<file path="config.mk">
export PLATFORM = sky130hd
export DESIGN_NAME = accumulator_cpu_execute_top
export DESIGN_NICKNAME = d
export VERILOG_FILES = /design/src/hw/rtl/ace_pkg.sv /design/src/hw/rtl/accumulator_cpu_execute_top.sv /design/src/hw/rtl/ace_data_mem.sv /design/src/hw/rtl/ace_iter_unit.sv
export VERILOG_INCLUDE_DIRS = /design/src /design/src/hw/rtl
export SDC_FILE = /design/constraint.sdc
export NUM_CORES = 2
export LEC_CHECK = 0
export BUFFER_PORTS_ARGS = -buffer_cell sky130_fd_sc_hd__buf_4
export CELL_PAD_IN_SITES_DETAIL_PLACEMENT = 2
export CELL_PAD_IN_SITES_GLOBAL_PLACEMENT = 2
export CORE_ASPECT_RATIO = 0.75
export CORE_UTILIZATION = 50
export DETAILED_ROUTE_END_ITERATION = 10
export PLACE_DENSITY_LB_ADDON = 0.3
export SKIP_LAST_GASP = 1
export SYNTH_ARGS = -nofsm -noshare
export SYNTH_HDL_FRONTEND = slang
export SYNTH_SLANG_ARGS = --single-unit
</file>
<file path="constraint.sdc">
create_clock -name clock -period 7.3 [get_ports clock]
set_clock_uncertainty 0.1 [all_clocks]
set_input_delay 0.73 -clock clock [delete_from_list [all_inputs] [get_ports clock]]
set_output_delay 0.73 -clock clock [all_outputs]
set_load 0.02 [all_outputs]
</file>
<file path="src/hw/rtl/accumulator_cpu_execute_top_macros.svh">
// ----------------------------------------------------------------------------
// Accumulator execute assertion macros
// Shared concurrent assertion forms, clocked on clock and gated by reset.
// ----------------------------------------------------------------------------
`ifndef ACCUMULATOR_CPU_EXECUTE_TOP_MACROS_SVH
`define ACCUMULATOR_CPU_EXECUTE_TOP_MACROS_SVH

// Same-cycle implication
`define ACE_ASSERT_NOW(lbl, ante, cons, msg) \
   lbl: assert property (@(posedge clock) disable iff (reset) (ante) |-> (cons)) \
      else $error(msg);

// Next-cycle implication
`define ACE_ASSERT_NEXT(lbl, ante, cons, msg) \
   lbl: assert property (@(posedge clock) disable iff (reset) (ante) |=> (cons)) \
      else $error(msg);

`endif

</file>
<file path="src/hw/rtl/ace_pkg.sv">
// ----------------------------------------------------------------------------
// Accumulator execute package
// Widths, operation and fault codes, shared unit kinds and control structs.
// ----------------------------------------------------------------------------
package ace_pkg;

   localparam int ACC_W         = 8;
   localparam int MODE_W        = 5;
   localparam int OPND_W        = 8;
   localparam int FAULT_W       = 2;
   localparam int CNT_W         = $clog2(ACC_W);
   localparam int MEM_DEPTH_DEF = 256;

   // Operation numbers
   localparam logic [MODE_W-1:0] OP_LDM  = 5'd0;
   localparam logic [MODE_W-1:0] OP_LDI  = 5'd1;
   localparam logic [MODE_W-1:0] OP_STO  = 5'd2;
   localparam logic [MODE_W-1:0] OP_ADD  = 5'd3;
   localparam logic [MODE_W-1:0] OP_SUB  = 5'd4;
   localparam logic [MODE_W-1:0] OP_MUL  = 5'd5;
   localparam logic [MODE_W-1:0] OP_DIV  = 5'd6;
   localparam logic [MODE_W-1:0] OP_INC  = 5'd7;
   localparam logic [MODE_W-1:0] OP_DEC  = 5'd8;
   localparam logic [MODE_W-1:0] OP_AND  = 5'd9;
   localparam logic [MODE_W-1:0] OP_OR   = 5'd10;
   localparam logic [MODE_W-1:0] OP_NOT  = 5'd11;
   localparam logic [MODE_W-1:0] OP_JMP  = 5'd12;
   localparam logic [MODE_W-1:0] OP_JZ   = 5'd13;
   localparam logic [MODE_W-1:0] OP_JNZ  = 5'd14;
   localparam logic [MODE_W-1:0] OP_JG   = 5'd15;
   localparam logic [MODE_W-1:0] OP_JL   = 5'd16;
   localparam logic [MODE_W-1:0] OP_JGE  = 5'd17;
   localparam logic [MODE_W-1:0] OP_JLE  = 5'd18;
   localparam logic [MODE_W-1:0] OP_HALT = 5'd19;

   // Fault codes
   localparam logic [FAULT_W-1:0] FAULT_NONE    = 2'd0;
   localparam logic [FAULT_W-1:0] FAULT_UNKNOWN = 2'd1;
   localparam logic [FAULT_W-1:0] FAULT_DIV0    = 2'd2;

   // Shared unit operation kinds
   localparam logic [2:0] UK_ADD = 3'd0;
   localparam logic [2:0] UK_SUB = 3'd1;
   localparam logic [2:0] UK_MUL = 3'd2;
   localparam logic [2:0] UK_DIV = 3'd3;
   localparam logic [2:0] UK_AND = 3'd4;
   localparam logic [2:0] UK_OR  = 3'd5;
   localparam logic [2:0] UK_NOT = 3'd6;

   typedef struct packed {
      logic       start;
      logic [2:0] kind;
   } ace_unit_req_type;

   typedef struct packed {
      logic busy;
      logic done;
   } ace_unit_sts_type;

   typedef struct packed {
      logic rd_en;
      logic wr_en;
   } ace_mem_ctl_type;

endpackage

</file>
<file path="src/hw/rtl/accumulator_cpu_execute_top.sv">
// ----------------------------------------------------------------------------
// Accumulator execute top level
// Runs one accumulator-machine instruction per request transaction.
// ----------------------------------------------------------------------------
// Usage:
//   req_* carries one instruction (operation number and operand); rsp_*
//   returns the next instruction index, the accumulator, the halted flag
//   and the latched fault code, one response per request.
//   An instruction is accepted, its data address is reduced modulo
//   MEM_DEPTH and the read issued, and it executes on the read data;
//   simple operations then go straight on, add/sub/inc/dec/logic pass
//   through the shared unit, and multiply and divide iterate in it.
//   Last, the response register is loaded. The serial multiply and
//   divide in the shared unit set the worst case. Once halted, a
//   request goes straight to loading the response register.
//   req_tready is high only while no instruction is in progress; a new
//   request may be taken while the previous response still waits.
//   A stalled response holds; the next one waits in the sequencer.
//   Reset (synchronous) clears accumulator, index, halt state, fault and
//   the memory valid bits at once; no clearing pass is needed.
// ----------------------------------------------------------------------------
`include "accumulator_cpu_execute_top_macros.svh"

module accumulator_cpu_execute_top
   import ace_pkg::*;
#(
   parameter int MEM_DEPTH = MEM_DEPTH_DEF
) (
   input  logic        clock,
   input  logic        reset,
   input  logic        req_tvalid,
   output logic        req_tready,
   input  logic [15:0] req_tdata,   // [4:0] mode, [12:5] operand, [15:13] zero
   output logic        rsp_tvalid,
   input  logic        rsp_tready,
   output logic [23:0] rsp_tdata    // [7:0] next_index, [15:8] accumulator,
                                    // [16] halted, [18:17] fault, [23:19] zero
);

   localparam int AW = $clog2(MEM_DEPTH);

   localparam logic [2:0] ST_IDLE = 3'd0;
   localparam logic [2:0] ST_ADDR = 3'd1;
   localparam logic [2:0] ST_READ = 3'd2;
   localparam logic [2:0] ST_WAIT = 3'd3;
   localparam logic [2:0] ST_DONE = 3'd4;

   logic [2:0]         state_ff, state_in;
   logic [MODE_W-1:0]  mode_ff, mode_in;
   logic [OPND_W-1:0]  opnd_ff, opnd_in;
   logic [OPND_W-1:0]  addr_ff, addr_in;
   logic [ACC_W-1:0]   acc_ff, acc_in;
   logic [OPND_W-1:0]  index_ff, index_in;
   logic               stopped_ff, stopped_in;
   logic [FAULT_W-1:0] fault_ff, fault_in;
   logic               rsp_valid_ff, rsp_valid_in;
   logic [23:0]        rsp_data_ff, rsp_data_in;

   ace_mem_ctl_type    mem_ctl;
   logic [ACC_W-1:0]   mem_rd_data;
   ace_unit_req_type   unit_req;
   ace_unit_sts_type   unit_sts;
   logic [ACC_W-1:0]   unit_b;
   logic [ACC_W-1:0]   unit_result;
   logic               take;
   logic               neg;
   logic               addr_over;

   ace_data_mem #(
      .DEPTH (MEM_DEPTH),
      .AW    (AW)
   ) u_mem (
      .clock   (clock),
      .reset   (reset),
      .ctl     (mem_ctl),
      .addr    (addr_ff[AW-1:0]),
      .wr_data (acc_ff),
      .rd_data (mem_rd_data)
   );

   ace_iter_unit u_unit (
      .clock  (clock),
      .reset  (reset),
      .req    (unit_req),
      .op_a   (acc_ff),
      .op_b   (unit_b),
      .sts    (unit_sts),
      .result (unit_result)
   );

   assign req_tready = (state_ff == ST_IDLE);
   assign neg        = acc_ff[ACC_W-1];
   assign addr_over  = {1'b0, addr_ff} >= 9'(MEM_DEPTH);

   // Sequencer
   always_comb begin
      state_in      = state_ff;
      mode_in       = mode_ff;
      opnd_in       = opnd_ff;
      addr_in       = addr_ff;
      acc_in        = acc_ff;
      index_in      = index_ff;
      stopped_in    = stopped_ff;
      fault_in      = fault_ff;
      rsp_valid_in  = rsp_valid_ff && !rsp_tready;
      rsp_data_in   = rsp_data_ff;
      mem_ctl       = '0;
      unit_req      = '0;
      unit_b        = mem_rd_data;
      take          = 1'b0;

      unique case (state_ff)
         ST_IDLE: begin
            if (req_tvalid) begin
               mode_in  = req_tdata[4:0];
               opnd_in  = req_tdata[12:5];
               addr_in  = req_tdata[12:5];
               state_in = stopped_ff ? ST_DONE : ST_ADDR;
            end
         end
         ST_ADDR: begin
            // Reduce the address modulo the depth, then read
            if (addr_over) begin
               addr_in = addr_ff - OPND_W'(MEM_DEPTH);
            end else begin
               mem_ctl.rd_en = 1'b1;
               state_in      = ST_READ;
            end
         end
         ST_READ: begin
            index_in = index_ff + 1'b1;
            state_in = ST_DONE;
            unique case (mode_ff)
               OP_LDM: acc_in = mem_rd_data;
               OP_LDI: acc_in = opnd_ff;
               OP_STO: mem_ctl.wr_en = 1'b1;
               OP_ADD: begin
                  unit_req = '{start: 1'b1, kind: UK_ADD};
                  state_in = ST_WAIT;
               end
               OP_SUB: begin
                  unit_req = '{start: 1'b1, kind: UK_SUB};
                  state_in = ST_WAIT;
               end
               OP_MUL: begin
                  unit_req = '{start: 1'b1, kind: UK_MUL};
                  state_in = ST_WAIT;
               end
               OP_DIV: begin
                  if (mem_rd_data == '0) begin
                     stopped_in = 1'b1;
                     fault_in   = FAULT_DIV0;
                  end else begin
                     unit_req = '{start: 1'b1, kind: UK_DIV};
                     state_in = ST_WAIT;
                  end
               end
               OP_INC: begin
                  unit_b   = ACC_W'(1);
                  unit_req = '{start: 1'b1, kind: UK_ADD};
                  state_in = ST_WAIT;
               end
               OP_DEC: begin
                  unit_b   = ACC_W'(1);
                  unit_req = '{start: 1'b1, kind: UK_SUB};
                  state_in = ST_WAIT;
               end
               OP_AND: begin
                  unit_req = '{start: 1'b1, kind: UK_AND};
                  state_in = ST_WAIT;
               end
               OP_OR: begin
                  unit_req = '{start: 1'b1, kind: UK_OR};
                  state_in = ST_WAIT;
               end
               OP_NOT: begin
                  unit_req = '{start: 1'b1, kind: UK_NOT};
                  state_in = ST_WAIT;
               end
               OP_JMP:  take = 1'b1;
               OP_JZ:   take = (acc_ff == '0);
               OP_JNZ:  take = (acc_ff != '0);
               OP_JG:   take = !neg && (acc_ff != '0);
               OP_JL:   take = neg;
               OP_JGE:  take = !neg;
               OP_JLE:  take = neg || (acc_ff == '0);
               OP_HALT: stopped_in = 1'b1;
               default: begin
                  stopped_in = 1'b1;
                  fault_in   = FAULT_UNKNOWN;
               end
            endcase
            if (take) begin
               index_in = {1'b0, opnd_ff[OPND_W-1:1]};
            end
         end
         ST_WAIT: begin
            // Hold until the shared unit finishes
            if (unit_sts.done) begin
               acc_in   = unit_result;
               state_in = ST_DONE;
            end
         end
         ST_DONE: begin
            // Load the response register once it is free
            if (!rsp_valid_ff || rsp_tready) begin
               rsp_valid_in = 1'b1;
               rsp_data_in  = {5'd0, fault_ff, stopped_ff, acc_ff, index_ff};
               state_in     = ST_IDLE;
            end
         end
         default: state_in = ST_IDLE;
      endcase
   end

   always_ff @(posedge clock) begin
      if (reset) begin
         state_ff     <= ST_IDLE;
         acc_ff       <= '0;
         index_ff     <= '0;
         stopped_ff   <= 1'b0;
         fault_ff     <= FAULT_NONE;
         rsp_valid_ff <= 1'b0;
      end else begin
         state_ff     <= state_in;
         acc_ff       <= acc_in;
         index_ff     <= index_in;
         stopped_ff   <= stopped_in;
         fault_ff     <= fault_in;
         rsp_valid_ff <= rsp_valid_in;
      end
   end

   always_ff @(posedge clock) begin
      mode_ff     <= mode_in;
      opnd_ff     <= opnd_in;
      addr_ff     <= addr_in;
      rsp_data_ff <= rsp_data_in;
   end

   assign rsp_tvalid = rsp_valid_ff;
   assign rsp_tdata  = rsp_data_ff;

   // Checks
   `ACE_ASSERT_NEXT(a_stop_sticks, stopped_ff, stopped_ff, "halt state cleared without reset")
   `ACE_ASSERT_NOW(a_fault_stops, fault_ff != FAULT_NONE, stopped_ff, "fault latched while running")
   `ACE_ASSERT_NOW(a_unit_in_wait, unit_sts.busy || unit_sts.done, state_ff == ST_WAIT, "shared unit active outside wait")
   `ACE_ASSERT_NOW(a_read_in_range, mem_ctl.rd_en, !addr_over, "memory read with unreduced address")

endmodule

</file>
<file path="src/hw/rtl/ace_data_mem.sv">
// ----------------------------------------------------------------------------
// Accumulator execute data memory
// Single-port byte store with registered read and per-entry valid bits;
// an entry never written since reset reads as zero.
// ----------------------------------------------------------------------------
module ace_data_mem
   import ace_pkg::*;
#(
   parameter int DEPTH = MEM_DEPTH_DEF,
   parameter int AW    = $clog2(DEPTH)
) (
   input  logic                clock,
   input  logic                reset,
   input  ace_mem_ctl_type     ctl,
   input  logic [AW-1:0]       addr,
   input  logic [ACC_W-1:0]    wr_data,
   output logic [ACC_W-1:0]    rd_data
);

   logic [ACC_W-1:0] mem [DEPTH];
   logic [DEPTH-1:0] valid_ff;
   logic [ACC_W-1:0] rd_data_ff;
   logic             rd_valid_ff;

   // Mark written entries
   always_ff @(posedge clock) begin
      if (reset) begin
         valid_ff <= '0;
      end else if (ctl.wr_en) begin
         valid_ff[addr] <= 1'b1;
      end
   end

   // Write and registered read
   always_ff @(posedge clock) begin
      if (ctl.wr_en) begin
         mem[addr] <= wr_data;
      end
      if (ctl.rd_en) begin
         rd_data_ff <= mem[addr];
      end
   end

   always_ff @(posedge clock) begin
      if (reset) begin
         rd_valid_ff <= 1'b0;
      end else if (ctl.rd_en) begin
         rd_valid_ff <= valid_ff[addr];
      end
   end

   assign rd_data = rd_valid_ff ? rd_data_ff : '0;

endmodule

</file>
<file path="src/hw/rtl/ace_iter_unit.sv">
// ----------------------------------------------------------------------------
// Accumulator execute shared arithmetic unit
// Logic and add/sub computed at the request and registered; multiply by shift-add and divide by
// restoring division, one bit per cycle.
// ----------------------------------------------------------------------------
module ace_iter_unit
   import ace_pkg::*;
(
   input  logic              clock,
   input  logic              reset,
   input  ace_unit_req_type  req,
   input  logic [ACC_W-1:0]  op_a,
   input  logic [ACC_W-1:0]  op_b,
   output ace_unit_sts_type  sts,
   output logic [ACC_W-1:0]  result
);

   logic [2:0]       kind_ff, kind_in;
   logic [ACC_W-1:0] opa_ff, opa_in;
   logic [ACC_W-1:0] opb_ff, opb_in;
   logic [ACC_W-1:0] rem_ff, rem_in;
   logic [ACC_W-1:0] res_ff, res_in;
   logic [CNT_W-1:0] cnt_ff, cnt_in;
   logic             busy_ff, busy_in;
   logic             done_ff, done_in;

   logic [ACC_W:0]   trial;
   logic [ACC_W:0]   diff;
   logic             ge;
   logic [ACC_W-1:0] mul_sum;

   // One multiply or divide step
   always_comb begin
      trial   = {rem_ff, opb_ff[ACC_W-1]};
      diff    = trial - {1'b0, opa_ff};
      ge      = trial >= {1'b0, opa_ff};
      mul_sum = res_ff + (opb_ff[0] ? opa_ff : '0);
   end

   always_comb begin
      kind_in = kind_ff;
      opa_in  = opa_ff;
      opb_in  = opb_ff;
      rem_in  = rem_ff;
      res_in  = res_ff;
      cnt_in  = cnt_ff;
      busy_in = busy_ff;
      done_in = 1'b0;

      if (busy_ff) begin
         // Advance the iteration
         cnt_in = cnt_ff - 1'b1;
         if (kind_ff == UK_MUL) begin
            res_in = mul_sum;
            opa_in = {opa_ff[ACC_W-2:0], 1'b0};
            opb_in = {1'b0, opb_ff[ACC_W-1:1]};
         end else begin
            rem_in = ge ? diff[ACC_W-1:0] : trial[ACC_W-1:0];
            opb_in = {opb_ff[ACC_W-2:0], ge};
            res_in = {opb_ff[ACC_W-2:0], ge};
         end
         if (cnt_ff == '0) begin
            busy_in = 1'b0;
            done_in = 1'b1;
         end
      end else if (req.start) begin
         // Load the operands or finish at once
         kind_in = req.kind;
         cnt_in  = CNT_W'(ACC_W - 1);
         unique case (req.kind)
            UK_MUL: begin
               opa_in  = op_a;
               opb_in  = op_b;
               res_in  = '0;
               busy_in = 1'b1;
            end
            UK_DIV: begin
               opa_in  = op_b;
               opb_in  = op_a;
               rem_in  = '0;
               busy_in = 1'b1;
            end
            UK_ADD: begin
               res_in  = op_a + op_b;
               done_in = 1'b1;
            end
            UK_SUB: begin
               res_in  = op_a - op_b;
               done_in = 1'b1;
            end
            UK_AND: begin
               res_in  = op_a & op_b;
               done_in = 1'b1;
            end
            UK_OR: begin
               res_in  = op_a | op_b;
               done_in = 1'b1;
            end
            default: begin
               res_in  = ~op_a;
               done_in = 1'b1;
            end
         endcase
      end
   end

   always_ff @(posedge clock) begin
      if (reset) begin
         busy_ff <= 1'b0;
         done_ff <= 1'b0;
      end else begin
         busy_ff <= busy_in;
         done_ff <= done_in;
      end
   end

   always_ff @(posedge clock) begin
      kind_ff <= kind_in;
      opa_ff  <= opa_in;
      opb_ff  <= opb_in;
      rem_ff  <= rem_in;
      res_ff  <= res_in;
      cnt_ff  <= cnt_in;
   end

   assign sts.busy = busy_ff;
   assign sts.done = done_ff;
   assign result   = res_ff;

endmodule
</file>
## Yosys cells after proc, flatten, opt, wreduce, memory -nomap -nowiden

Memory sizes are Yosys's and may differ from the RTL's. A register that Yosys moved wholly into a read port is not among the register bits.
Cells that the tools add are included.

- Add/subtract/negate cells: 6
- Equal/unequal tests: 37
- Bitwise operators: 7
- Muxes and demuxes: 62
- Order comparisons: 3
- Reductions and logical operators: 37

Operators by type and width:

| operator | count |
|---|---|
| 256-bit OR | 1 |
| 8-bit 2-to-1 mux | 20 |
| 8-bit one-hot mux with 2 select lines | 4 |
| 8-bit one-hot mux with 6 select lines | 1 |
| 5-bit by 4-bit == test with 1-bit output, second input constant | 8 |
| 4-bit one-hot mux with 7 select lines | 1 |
| 3-bit 2-to-1 mux | 7 |
| 5-bit by 3-bit == test with 1-bit output, second input constant | 4 |
| 5-bit == test, second input constant | 4 |
| 1-bit 2-to-1 mux | 19 |
| 19-bit OR reduction | 1 |
| 3-bit AND reduction | 6 |
| 18-bit OR reduction | 1 |
| 8-bit adder | 2 |
| 8-bit zero test | 2 |
| 8-bit subtractor | 2 |
| 3-bit by 2-bit == test with 1-bit output, second input constant | 5 |
| 3-bit one-hot mux with 5 select lines | 1 |
| 5-bit by 2-bit == test with 1-bit output, second input constant | 2 |
| 2-bit inequality test, second input constant | 5 |
| 2-bit AND reduction | 5 |
| 3-bit == test, second input constant | 3 |
| 9-bit by 8-bit >= comparator with 1-bit output | 1 |
| 3-bit zero test | 3 |
| 29 further kinds | 44 |

- Memories: 1
- Register bits: 352
- Bits of input ports: 20
- RAM bits: 2048
- Output and inout port bits: 26
- Logic and storage cells: 172

Memory list:

| name | depth | width | read ports | clocked after Yosys merged registers in | wr ports | RTL line | text |
|---|---|---|---|---|---|---|---|
| u_mem.mem | 256 | 8 | 1 | 1 | 1 | ace_data_mem.sv:20 | `logic [ACC_W-1:0] mem [DEPTH];` |

## Depth between registers and ports, before layout

- Depth in word-level cells: 10
- Depth in mapped cells: 18
- Mapped depth without buffers: 16

## Hierarchy

A second synthesis with hierarchy kept.

- Cells, all modules: 5041
- Area, all modules: 94819.7 µm²

Modules (own cells, without submodules):

| module | cells an instance | times used | seq. area each (µm²) | area each (µm²) |
|---|---|---|---|---|
| ace_data_mem | 4432 | 1 | 66884.1 | 88836.5 |
| ace_iter_unit | 370 | 1 | 1181.1 | 3393.3 |
| accumulator_cpu_execute_top | 239 | 1 | 1421.4 | 2590.0 |

## Worst setup path after synthesis

Ideal clock, no wire load.

- Kind: reg-to-reg
- From: register acc_ff[0]
- To: register u_unit.res_ff[6] (netlist: u_unit.result[6]) (data pin)
- Setup time: 0.275 ns
- Path buffers: 0
- Arrival time: 5.465 ns
- Required time: 6.925 ns
- Clock period less this slack: 5.840 ns
- Cell stages (with the launch flop): 11
- Path slack: 1.460 ns
- Cells stage by stage: dfxtp_1 -> inv_1 -> ha_1 -> fa_1 -> nor2b_1 -> o21ai_0 -> a21boi_0 -> o21ai_0 -> a21oi_1 -> nand3b_1 -> a31oi_1

- Word-level cells in the longest chain between the ends: 4
- Elaborated cells on any way between the ends: 5
- Classes of those cells: add/sub (2); mux (3)

RTL lines:

| element | RTL line | text |
|---|---|---|
| start: declaration | accumulator_cpu_execute_top.sv:52 | `logic [ACC_W-1:0] acc_ff, acc_in;` |
| start signal: assignment | accumulator_cpu_execute_top.sv:226 | `acc_ff <= acc_in;` |
| 8-bit subtractor / 8-bit adder (equally long branches) | ace_iter_unit.sv:88, ace_iter_unit.sv:84 |  |
| 8-bit one-hot mux with 6 select lines (*) | ace_iter_unit.sv:70 | `unique case (req.kind)` |
| 8-bit 2-to-1 mux (*) | ace_iter_unit.sv:66 | `end else if (req.start) begin` |
| 8-bit 2-to-1 mux (*) | ace_iter_unit.sv:50 | `if (busy_ff) begin` |
| net u_unit.res_in[6] | ace_iter_unit.sv:22 | `logic [ACC_W-1:0] res_ff, res_in;` |
| end signal: assignment | ace_iter_unit.sv:122 | `res_ff <= res_in;` |
| end: declaration | ace_iter_unit.sv:22 |  |

Mark *: on every way through the listed nets, which the timed path passes. The rest lies on a longest branch. The select of a mux whose other input is x is not followed.
A chain may end at the register's enable or synchronous reset.

==> flow_summary.json <==
{
  "cts.htree.levels": 4,
  "cp-end-kind": "flip-flop",
  "fp.dieH_um": 379,
  "cpMostUsedCell": "nand4_1",
  "dr.pass1.iters": 6,
  "critPathLaunchType": "flip-flop",
  "ctsResizeCount": 0,
  "critical_path_buf_inv_count": 2,
  "yosys_warnings": 0,
  "seqCellArea_mm2": 0.0695,
  "grt_pass1_wl_um": 473000,
  "placed_area_mm2": 0.0979,
  "multi_input_area_mm2": 0.0237,
  "gp_congestion": 0.870,
  "syn_area_mm2": 0.0946,
  "seq_area_frac_synth_pct": 73.5,
  "hold_violations": 0,
  "drt_iter0_markers": 8182,
  "ir_worst_vdd_mv": 0.338,
  "die_w_um": 504,
  "synth_commonest_cells": "2126 x edfxtp_1, 815 x nor2_1, 660 x mux4_2",
  "async_flop_share_pct": 0,
  "grt_pass1_vias": 56500,
  "synth.avg_cell_area_um2": 18.9,
  "rows": 137,
  "wl_per_cell_um": 43.6,
  "finalNetCount": 5186,
  "cpPeakStageDelay_ns": 1.25,
  "relSlewSlack_pct": -5.36,
  "synth_area_leaders": "edfxtp_1 67%, mux4_2 16%, dfxtp_1 6.0%, nor2_1 3.2%, mux2i_1 0.83%",
  "utilization_pct": 56.7,
  "core_area_mm2": 0.187,
  "cts_buffers": 226,
  "synth_top_flop_cell": "edfxtp_1",
  "cts_setup_buffers": 0,
  "maxCapViolCount": 2,
  "path_max_fanout": 51,
  "cp.arrival_ns": 6.35,
  "path_clk_slew_ns": 0.08,
  "vias_per_cell": 6.93,
  "tightest_slew_ns": 1.54,
  "ioPinCount": 46,
  "slew_violations": 4,
  "critical_path.cell_chain": "buf_4, buf_12, mux4_2, mux2i_1, o32ai_1, a311oi_1, nand4_1, nor4_1, nand4_1",
  "synth_top_area_share_pct": 67.5,
  "synth.most_common_cell": "edfxtp_1",
  "grt_max_degree": 215,
  "cts-root-buf": "clkbuf_16",
  "synth_cells": 5016,
  "hp-class": "in2reg",
  "start_util_pct": 50.6,
  "cts.hold.buffers_added": 13,
  "fin_tns_setup_ns": 0,
  "antenna_left": 0,
  "dieArea_mm2": 0.191,
  "p_per_area_mw_per_mm2": 299,
  "drc_errors": 0,
  "wl_um": 342000,
  "grt_setup_unrepaired": "false",
  "fmax_ghz": 0.171,
  "port_buffers": 37,
  "cts.sinks": 2408,
  "cts_tree": "yes",
  "ys_ff_latch": 2408,
  "cp_slowest_cell": "edfxtp_1",
  "crit_type": "reg2reg",
  "overflow": 0,
  "yosys.area.top_type": "edfxtp_1",
  "period_share_pct": 79.9,
  "final_area_mm2": 0.106,
  "grt_antenna_before_repair": 31,
  "cellLeakagePower_nw": 34.0,
  "violations": "capacitance limit, slew limit",
  "via_count": 54377,
  "drive_gt1_share_pct": 23.6,
  "synth_edf_count": 2126,
  "rrSetupSlack_ns": 1.47,
  "setup_viol": 0,
  "place_hpwl_um": 202000,
  "whs_ns": 0.141,
  "track_usage_pct": 36.0,
  "clockBufferDepth": 3,
  "fin_crit_ns": 5.83,
  "status": "finished with violations",
  "fillers": 15197,
  "area_growth_pct": 12.2,
  "crit_family": "flip-flops",
  "synth_cell_types": 75,
  "required_ns": 7.81,
  "clk_latency_ns": 0.91
}
==> metal layers <==
| layer | up-vias | GRT usage, % | routed length [µm] |
|---|---|---|---|
| li1 | 20323 | - | - |
| met1 | 29419 | 47.2 | 128000 |
| met2 | 3751 | 57.8 | 163000 |
| met3 | 854 | 8.43 | 33400 |
| met4 | 30 | 15.9 | 17400 |
| met5 | - | 0 | 358 |
==> tightest hold or removal path: stages <==
cell and delay (ns):
buf_4 0.10, nor2b_1 0.08, a21oi_1 0.13, nor2_1 0.06
==> state kept, by name (all words and copies together), names as in the netlist, 2 cells and up <==
register          flops
acc_ff                8
mode_ff               5
u_unit.result         8
u_mem.rd_data_ff      8
addr_ff               8
state_ff              3
rsp_tdata            19
index_ff              8
u_unit.cnt_ff         3
u_unit.opa_ff         8
u_unit.kind_ff        3
u_unit.rem_ff         8
u_unit.opb_ff         8
fault_ff              2
u_mem.mem          2048
u_mem.valid_ff      256
==> final timing paths <==
kind | cells past startpoint | start | to
worst max register to register | 9 | addr_ff[0]$_DFFE_PP_ | u_mem.rd_data_ff[5]$_DFFE_PP_
worst min register to register | 2 | u_mem.valid_ff[43]$_SDFFE_PP0P_ | u_mem.valid_ff[43]$_SDFFE_PP0P_
worst max-delay path | 9 | addr_ff[0]$_DFFE_PP_ | u_mem.rd_data_ff[5]$_DFFE_PP_
worst min-delay path | 4 | rsp_tready | rsp_tvalid$_SDFF_PP0_
==> power breakdown <==
group,switching [mW],internal (mW)
logic,2.36,1.42
clock network,5.84,7.19
registers,0.124,14.8
total,8.33,23.5
==> kinds of logic (layout without fill, tap and decap cells) <==
family                     Yosys count  count (layout)  share of synthesized area (%)
muxes                              743             743                           16.6
and+or+nand+nor                   1145            1145                           5.04
AOI/OAI and AO/OA                  344             344                           2.63
DFF                               2408            2408                           73.5
xor gates and xnor gates            19              19                          0.176
buffers and inverters              325             642                           1.67
adders and majority gates           31              31                          0.434
other                                1              13                        0.00396
==> per-stage QoR <==
stage	instances	setup WS [ns]	power, mW
detailed placement	7395	2.08	18.8
CTS	7838	1.96	31.7
global route	7840	1.50	32.3
global placement	7395	2.35	18.7
finish	7847	1.47	31.8
floorplan	5020	1.46	17.4
==> final cells by class <==
class	instances	area share, %
Clock inverter	117	1.56
Inverter	37	0.138
Sequential cell	2408	65.5
Antenna cell	8	0.0189
Tap cell	2502	2.95
Timing Repair Buffer	175	1.52
Multi-Input combinational cell	2287	22.3
Clock buffer	313	6.00
==> layout by cell type, fill, tap and decap left out, types with 40 or more instances in the layout <==
cell type,netlist,routed
o21ai_0,42,41
a21oi_1,55,55
clkbuf_16,0,228
mux4_2,660,660
clkinv_2,0,40
buf_4,31,140
edfxtp_1,2126,2126
nand2_1,129,120
mux2i_1,78,78
clkbuf_1,154,51
a22oi_1,58,58
dfxtp_1,282,274
nor2_1,815,813
(Power assumes the default switching activity.)
